$ cat src/hdl/cfbf_pkg.sv
`timescale 1ns / 1ps
`default_nettype none
// ----------------------------------------------------------------------------
// Cassette FSK byte framer package
// Item types, configuration register indexes and reset values shared by
// the framer modules.
// ----------------------------------------------------------------------------
package cfbf_pkg;

  localparam int unsigned CFG_INDEX_W = 8;
  localparam int unsigned DUR_W       = 16;

  localparam logic [CFG_INDEX_W-1:0] REG_MARK_HALF_PERIOD  = 8'd0;
  localparam logic [CFG_INDEX_W-1:0] REG_SPACE_HALF_PERIOD = 8'd1;

  localparam logic [DUR_W-1:0] MARK_RESET  = 16'd272;
  localparam logic [DUR_W-1:0] SPACE_RESET = 16'd544;

  typedef struct packed {
    logic [7:0] data_byte;
    logic       end_of_data;
  } in_item_t;

  typedef struct packed {
    logic [DUR_W-1:0] half_period;
    logic             last_of_byte;
    logic             done_res;
  } out_item_t;

  typedef struct packed {
    logic [DUR_W-1:0] mark_half_period;
    logic [DUR_W-1:0] space_half_period;
  } cfg_t;

  typedef struct packed {
    logic busy;
    logic finished;
  } seq_status_t;

endpackage
`default_nettype wire

$ cat src/hdl/cfbf_regs.sv
`timescale 1ns / 1ps
`default_nettype none
// ----------------------------------------------------------------------------
// Framer configuration registers
// Holds the mark and space half-period durations. Writes to unknown
// indexes are dropped.
// ----------------------------------------------------------------------------
module cfbf_regs (
  input  wire logic                               clk,
  input  wire logic                               rst,
  input  wire logic                               cfg_valid,
  output logic                                    cfg_ready,
  input  wire logic [cfbf_pkg::CFG_INDEX_W-1:0]   cfg_index,
  input  wire logic [cfbf_pkg::DUR_W-1:0]         cfg_data,
  output cfbf_pkg::cfg_t                          cfg
);

  assign cfg_ready = 1'b1;

  always_ff @(posedge clk) begin
    if (rst) begin
      cfg.mark_half_period  <= cfbf_pkg::MARK_RESET;
      cfg.space_half_period <= cfbf_pkg::SPACE_RESET;
    end else if (cfg_valid) begin
      if (cfg_index == cfbf_pkg::REG_MARK_HALF_PERIOD) begin
        cfg.mark_half_period <= cfg_data;
      end else if (cfg_index == cfbf_pkg::REG_SPACE_HALF_PERIOD) begin
        cfg.space_half_period <= cfg_data;
      end
    end
  end

endmodule
`default_nettype wire

$ cat src/hdl/cfbf_frame_seq.sv
`timescale 1ns / 1ps
`default_nettype none
// ----------------------------------------------------------------------------
// Framer bit and half-period sequencer
// Holds the accepted byte and steps through start, data and stop bits,
// loading one half-period per cycle, unless stalled, into the output register.
// ----------------------------------------------------------------------------
module cfbf_frame_seq #(
  parameter int unsigned HALVES_PER_BIT = 4,
  parameter int unsigned DATA_BITS      = 8
) (
  input  wire logic                 clk,
  input  wire logic                 rst,
  input  wire cfbf_pkg::cfg_t       cfg,
  input  wire logic                 byte_valid,
  output logic                      byte_stall,
  input  wire cfbf_pkg::in_item_t   byte_item,
  output logic                      res_valid,
  input  wire logic                 res_stall,
  output cfbf_pkg::out_item_t       res_item,
  output cfbf_pkg::seq_status_t     status
);

  localparam int unsigned BIT_W  = $clog2(DATA_BITS + 3);
  localparam int unsigned HALF_W = (HALVES_PER_BIT > 1) ? $clog2(HALVES_PER_BIT) : 1;
  localparam logic [BIT_W-1:0]  LAST_BIT  = BIT_W'(DATA_BITS + 2);
  localparam logic [BIT_W-1:0]  DATA_LAST = BIT_W'(DATA_BITS);
  localparam logic [HALF_W-1:0] HALF_LAST = HALF_W'(HALVES_PER_BIT - 1);

  logic              busy;
  logic              finished;
  logic              is_end;
  logic [7:0]        shift_byte;
  logic [BIT_W-1:0]  bit_cnt;
  logic [HALF_W-1:0] half_cnt;

  logic adv;
  logic take;
  logic last_half;
  logic last_step;
  logic in_data;
  logic bit_val;

  // Position 0 is the start bit, 1 to DATA_BITS the data bits, then two stops.
  assign in_data   = (bit_cnt != '0) && (bit_cnt <= DATA_LAST);
  assign bit_val   = (bit_cnt == '0) ? 1'b0 :
                     (in_data ? shift_byte[DATA_BITS-1] : 1'b1);
  assign last_half = (half_cnt == HALF_LAST);
  assign last_step = is_end || (last_half && (bit_cnt == LAST_BIT));
  assign adv       = busy && (!res_valid || !res_stall);
  assign byte_stall = busy && !(adv && last_step);
  assign take      = byte_valid && !byte_stall;

  assign status.busy     = busy;
  assign status.finished = finished;

  always_ff @(posedge clk) begin
    if (rst) begin
      busy      <= 1'b0;
      finished  <= 1'b0;
      is_end    <= 1'b0;
      res_valid <= 1'b0;
      bit_cnt   <= '0;
      half_cnt  <= '0;
    end else begin
      if (adv) begin
        res_valid             <= 1'b1;
        res_item.half_period  <= is_end ? '0 :
                                 (bit_val ? cfg.mark_half_period : cfg.space_half_period);
        res_item.last_of_byte <= last_step;
        res_item.done_res     <= is_end;
        if (!last_step) begin
          if (last_half) begin
            half_cnt <= '0;
            bit_cnt  <= bit_cnt + 1'b1;
            if (in_data) begin
              shift_byte <= {shift_byte[6:0], 1'b0};
            end
          end else begin
            half_cnt <= half_cnt + 1'b1;
          end
        end
      end else if (!res_stall) begin
        res_valid <= 1'b0;
      end

      if (take) begin
        busy       <= 1'b1;
        is_end     <= finished || byte_item.end_of_data;
        finished   <= finished || byte_item.end_of_data;
        shift_byte <= byte_item.data_byte;
        bit_cnt    <= '0;
        half_cnt   <= '0;
      end else if (adv && last_step) begin
        busy <= 1'b0;
      end
    end
  end

endmodule
`default_nettype wire

$ cat src/hdl/cassette_fsk_byte_framer.sv
`timescale 1ns / 1ps
`default_nettype none
// ----------------------------------------------------------------------------
// Cassette FSK byte framer
// Frames bytes as start bit, data bits MSB first and two stop bits, and
// emits one square-wave half-period duration per result item.
// ----------------------------------------------------------------------------
// Usage:
// The byte channel (byte_valid, byte_stall, byte_item) takes one data byte or
// an end-of-data marker per item. The result channel (res_valid, res_stall,
// res_item) returns half-period durations, one item per cycle when the
// receiver does not stall. A byte yields (DATA_BITS + 3) * HALVES_PER_BIT
// items, 44 with the default parameters, the last flagged by last_of_byte.
// An end marker, and every item after it, yields one item with duration zero
// and both flags set.
// The sequencer registers the taken item, then loads its first result into
// the result register. A byte occupies the sequencer until its final result
// is loaded; the next byte is taken in the cycle its predecessor's final
// result is loaded, so bytes follow with no gap.
// When the receiver stalls, the result register holds and the sequencer
// waits; the byte channel stalls until the frame completes.
// The configuration channel (cfg_valid, cfg_ready, cfg_index, cfg_data) is
// always ready; index 0 sets the mark duration and index 1 the space duration.
// Reset (synchronous, active high) restores durations 272 and 544, empties
// the output register and clears the end-of-stream condition.
// ----------------------------------------------------------------------------
module cassette_fsk_byte_framer #(
  parameter int unsigned HALVES_PER_BIT = 4,
  parameter int unsigned DATA_BITS      = 8
) (
  input  wire logic                              clk,
  input  wire logic                              rst,
  input  wire logic                              byte_valid,
  output logic                                   byte_stall,
  input  wire cfbf_pkg::in_item_t                byte_item,
  output logic                                   res_valid,
  input  wire logic                              res_stall,
  output cfbf_pkg::out_item_t                    res_item,
  input  wire logic                              cfg_valid,
  output logic                                   cfg_ready,
  input  wire logic [cfbf_pkg::CFG_INDEX_W-1:0]  cfg_index,
  input  wire logic [cfbf_pkg::DUR_W-1:0]        cfg_data
);

  // Current durations from the register block.
  cfbf_pkg::cfg_t        cfg;
  // Sequencer status, used by the checks below.
  cfbf_pkg::seq_status_t status;

  cfbf_regs u_regs (
    .clk       (clk),
    .rst       (rst),
    .cfg_valid (cfg_valid),
    .cfg_ready (cfg_ready),
    .cfg_index (cfg_index),
    .cfg_data  (cfg_data),
    .cfg       (cfg)
  );

  // The sequencer holds the accepted byte, the bit and half-period counters
  // and the result register.
  cfbf_frame_seq #(
    .HALVES_PER_BIT (HALVES_PER_BIT),
    .DATA_BITS      (DATA_BITS)
  ) u_seq (
    .clk        (clk),
    .rst        (rst),
    .cfg        (cfg),
    .byte_valid (byte_valid),
    .byte_stall (byte_stall),
    .byte_item  (byte_item),
    .res_valid  (res_valid),
    .res_stall  (res_stall),
    .res_item   (res_item),
    .status     (status)
  );

`ifndef NO_ASSERTIONS
  // An end result always carries zero duration and the frame-end flag.
  a_done_shape: assert property (@(posedge clk) disable iff (rst)
    res_valid && res_item.done_res |-> res_item.half_period == '0 && res_item.last_of_byte)
    else $error("end result with nonzero duration or without frame-end flag");

  // Once the stream has ended it stays ended until reset.
  a_finished_sticky: assert property (@(posedge clk) disable iff (rst)
    status.finished |=> status.finished)
    else $error("end-of-stream condition cleared without reset");

  // A taken item always starts work in the sequencer.
  a_take_busy: assert property (@(posedge clk) disable iff (rst)
    byte_valid && !byte_stall |=> status.busy)
    else $error("accepted item did not start the sequencer");

  // An accepted end marker leaves the stream finished.
  a_end_marks: assert property (@(posedge clk) disable iff (rst)
    byte_valid && !byte_stall && byte_item.end_of_data |=> status.finished)
    else $error("end marker did not finish the stream");
`endif

endmodule
`default_nettype wire

$ cat config.mk
export PLATFORM = sky130hd
export DESIGN_NAME = cassette_fsk_byte_framer
export DESIGN_NICKNAME = d
export VERILOG_FILES = /design/src/hdl/cfbf_pkg.sv /design/src/hdl/cfbf_regs.sv /design/src/hdl/cfbf_frame_seq.sv /design/src/hdl/cassette_fsk_byte_framer.sv
export SDC_FILE = /design/constraint.sdc
export NUM_CORES = 1
export LEC_CHECK = 0
export BUFFER_PORTS_ARGS = -buffer_cell sky130_fd_sc_hd__buf_2
export CAP_MARGIN = 5
export CORE_ASPECT_RATIO = 0.5
export CORE_UTILIZATION = 39
export CTS_CLUSTER_DIAMETER = 150
export DETAILED_ROUTE_END_ITERATION = 8
export PLACE_DENSITY = 0.67
export SYNTH_ARGS = -nofsm -noshare
export SYNTH_HDL_FRONTEND = slang
export SYNTH_SLANG_ARGS = --single-unit
$ cat constraint.sdc
create_clock -name clk -period 6.2 [get_ports clk]
set_input_delay 1.24 -clock clk [delete_from_list [all_inputs] [get_ports clk]]
set_output_delay 1.24 -clock clk [all_outputs]
set_load 0.05 [all_outputs]
==> summary.txt <==
Outcome
  – Status: finished, final reports clean

Final layout
  – Nets: 344
  – Share of cells above drive strength 1: 30.0%
  – Core Util, Final: 50.7%
  – Layout area overhead: 23.3%
  – Diode count: 0

CTS
  – Root Driver: clkbuf_16
  – Clock latency at the later pin of the worst-skew pair: 0.33 ns
  – CTS Sinks: 67
  – CTS tree: done
  – CTS clk-pin slew, worst paths: 0.06 ns
  – Post-CTS setup buffers: 0
  – CTS buffer count: 9
  – # H-tree levels: 3
  – Resized Gates After CTS: 0
  – CTS hold repair buffers: 0
  – Clock buffer depth: 2

Logic synthesis
  – Main area contributors after synthesis: dfxtp_1 29%, edfxtp_1 28%, mux2i_1 16%, nor2_1 7.9%, mux2_2 2.8%
  – Adder-cell share of the synthesized area: 1.79%
  – Xor/xnor share of the synthesized area: 0.940%
  – Synthesized area: 0.00280 mm^2
  – Avg Inst Size Synth: 11.4 um^2
  – Distinct cells, synth: 32
  – Complex-gate fraction of the synthesized area: 3.53%
  – Sequential fraction of the synthesis area: 57.3%
  – FF+latch count, synth: 67
  – Combinational family with the most area after synthesis: multiplexers
  – Synth top area share: 29.4%
  – Multiplexer area fraction after synthesis: 19.3%
  – Synth area leader: dfxtp_1
  – Syn_nets: 288
  – Simple-Gate Fraction of Synth Area: 13.5%
  – Number of synthesis warnings: 0
  – Gate Count Post-Synth: 246

Timing
  – Fmax: 318 MHz
  – Max-slew violation count: 0
  – Slew margin rel.: 35.4%
  – Minimum clock period after layout: 3.14 ns
  – Slew @ Worst Pin: 0.968 ns
  – RSZ-0062 raised after global routing: no
  – Final Hold Vio Count: 0
  – Final worst path period share: 50.7%
  – TNS Setup: 0 ns
  – Clock skew: 0.00480 ns
  – # setup viols final: 0

Placement
  – DP HPWL: 3.58 mm
  – I/O Buffers: 57
  – Gpl congestion: 0.760

Worst hold path
  – Worst hold path type: flip-flop to flip-flop
  – Hold Path Depth: 2
  – Hold Crit Start: u_regs.cfg[13]
  – WHS Endpoint: u_regs.cfg[13]

Floorplanning
  – Die area: 0.00753 mm^2
  – Initial Utilization: 41.1%
  – Die H: 61.9 um
  – I/O pin count: 59
  – Num rows: 21
  – DIE WIDTH: 122 um
  – Core box area: 0.00681 mm^2

Worst setup path
  – CP max FO: 3
  – R2R setup slack: 3.63 ns
  – CP Capture Type: primary output
  – Critical R2R Launch: u_seq.bit_cnt[0]
  – Worst r2r dst: u_seq.shift_byte[7]
  – CP arrival: 1.90 ns
  – Setup Crit Path Kind: input port to primary output
  – Worst Path Required: 4.96 ns
  – Reg2Reg Depth: 6
  – Startpoint types: input port

GRT
  – Global-route wire length before repair: 8.80 mm
  – Vias in the first global route: 1,938
  – Largest net degree at the start of global routing: 43
  – Gr ovfl total: 0
  – Initial antenna violation count: 0
  – All-Layer GR Usage: 16.0%

Power and ir drop
  – Logic pwr share: 5.7%
  – Pwr dens: 301 mW/mm^2
  – Lkg Pwr: 1.43 nW
  – Clock share of power: 48.9%
  – Psw: 0.239 mW
  – Seq pwr share: 45.4%
  – Sw Share: 22.9%
  – Pint: 0.801 mW
  – Worst vdd ir: 0.132 mV

Route
  – Via density: 4.82
  – Routed length per instance: 13.5 um
  – DRC Markers: 0
  – Drt pass-1 iters: 4
  – Vias: 1,925
  – Wirelength, routed: 5.37 mm
  – Post-route ant nets: 0
  – DR iter-0 viols: 66

Run
  – MaxCap Viol Count: 0
## final cells by class
| cell class | instances | area [um^2] |
|---|---|---|
| multi-input combinational | 159 | 1110 |
| sequential | 67 | 1600 |
| inverter | 6 | 22.5 |
| tap | 92 | 115 |
| timing repair buffer | 59 | 300 |
| fill | 609 | 3360 |
| clock inverter | 7 | 76.3 |
| clock buffer | 9 | 225 |
## per-layer routing
layer / vias up / global-route usage [%] / wire (um)
met3: 7 / 6.30 / 267
met1: 914 / 16.8 / 2220
met4: 0 / 6.35 / 61
li1: 963 / - / -
met5: - / 0 / 0
met2: 41 / 29.9 / 2820
## through the flow
stage | cell area [um^2] | hold WS (ns) | std cells | setup WS, ns | power [mW]
after floorplan | 2800 | 0.460 | 246 | 3.17 | 0.519
after global placement | 3150 | 0.472 | 383 | 3.08 | 0.540
after detailed placement | 3150 | 0.485 | 383 | 2.96 | 0.542
after CTS | 3450 | 0.501 | 399 | 3.06 | 1.05
after global routing | 3450 | 0.533 | 399 | 3.03 | 1.07
final | 3450 | 0.495 | 399 | 3.06 | 1.04
## how the worst max path moves through the flow
| stage | to | startpoint | cells past startpoint |
|---|---|---|---|
| 6_report | byte_stall | res_stall | 4 |
| 5_1_grt | byte_stall | res_stall | 4 |
| 4_1_cts | byte_stall | res_stall | 4 |
| 3_5_place_dp | u_seq.shift_byte[3] | res_stall | 5 |
| 3_3_place_gp | byte_stall | res_stall | 4 |
| 2_1_floorplan | byte_stall | res_stall | 2 |
## registers in the layout, indices dropped and copies added (netlist names)
| signal | flops |
|---|---|
| u_seq.finished | 1 |
| u_seq.bit_cnt | 4 |
| u_seq.busy | 1 |
| u_seq.shift_byte | 8 |
| u_seq.half_cnt | 2 |
| u_seq.res_valid | 1 |
| u_regs.cfg | 32 |
| u_seq.res_item | 18 |
## kinds of logic after synthesis
kind of cell               count (synthesis)
buffers and inverters                     20
xor gates and xnor gates                   3
muxes                                     53
and+or+nand+nor                           83
adders and majority gates                  4
AOI/OAI and AO/OA                         15
DFF                                       67
other                                      1
## synthesized netlist by cell type, drive strengths merged
library cell / count
or4b: 1
xnor2: 3
mux2: 7
or4: 2
nor4: 2
nor2b: 1
o211ai: 1
clkbuf: 8
o21a: 1
nand2: 3
nor3: 5
and4b: 1
buf: 6
o21ba: 1
and2: 1
or3: 1
inv: 6
nor2: 59
mux2i: 46
a21oi: 9
nand2b: 2
o2111ai: 1
ha: 4
or3b: 1
o21ai: 1
dfxtp: 41
conb: 1
edfxtp: 26
a21bo: 1
nand3: 4
## power by group through the flow
stage / combinational [mW] / clock [mW] / sequential, mW
finish: 0.0595 / 0.508 / 0.472
global route: 0.0647 / 0.537 / 0.473
CTS: 0.0604 / 0.518 / 0.472
detailed placement: 0.0601 / 0 / 0.482
global placement: 0.0581 / 0 / 0.481
floorplan: 0.0291 / 0 / 0.490
## worst max-delay path, cell delays in order
cell and delay (ns):
buf_2 0.11, and2_1 0.16, o21a_1 0.18, buf_2 0.21
## cell usage in the layout (no fill, tap or decap), types with 3 or more instances in the layout
master,count
clkbuf_16,9
edfxtp_1,26
nand2_1,3
dfxtp_1,41
mux2_2,7
nor2_1,58
nor3_1,5
mux2i_1,46
inv_1,6
xnor2_1,3
nand3_1,4
ha_1,4
buf_2,57
a21oi_1,8
(Power assumes the default switching activity.)
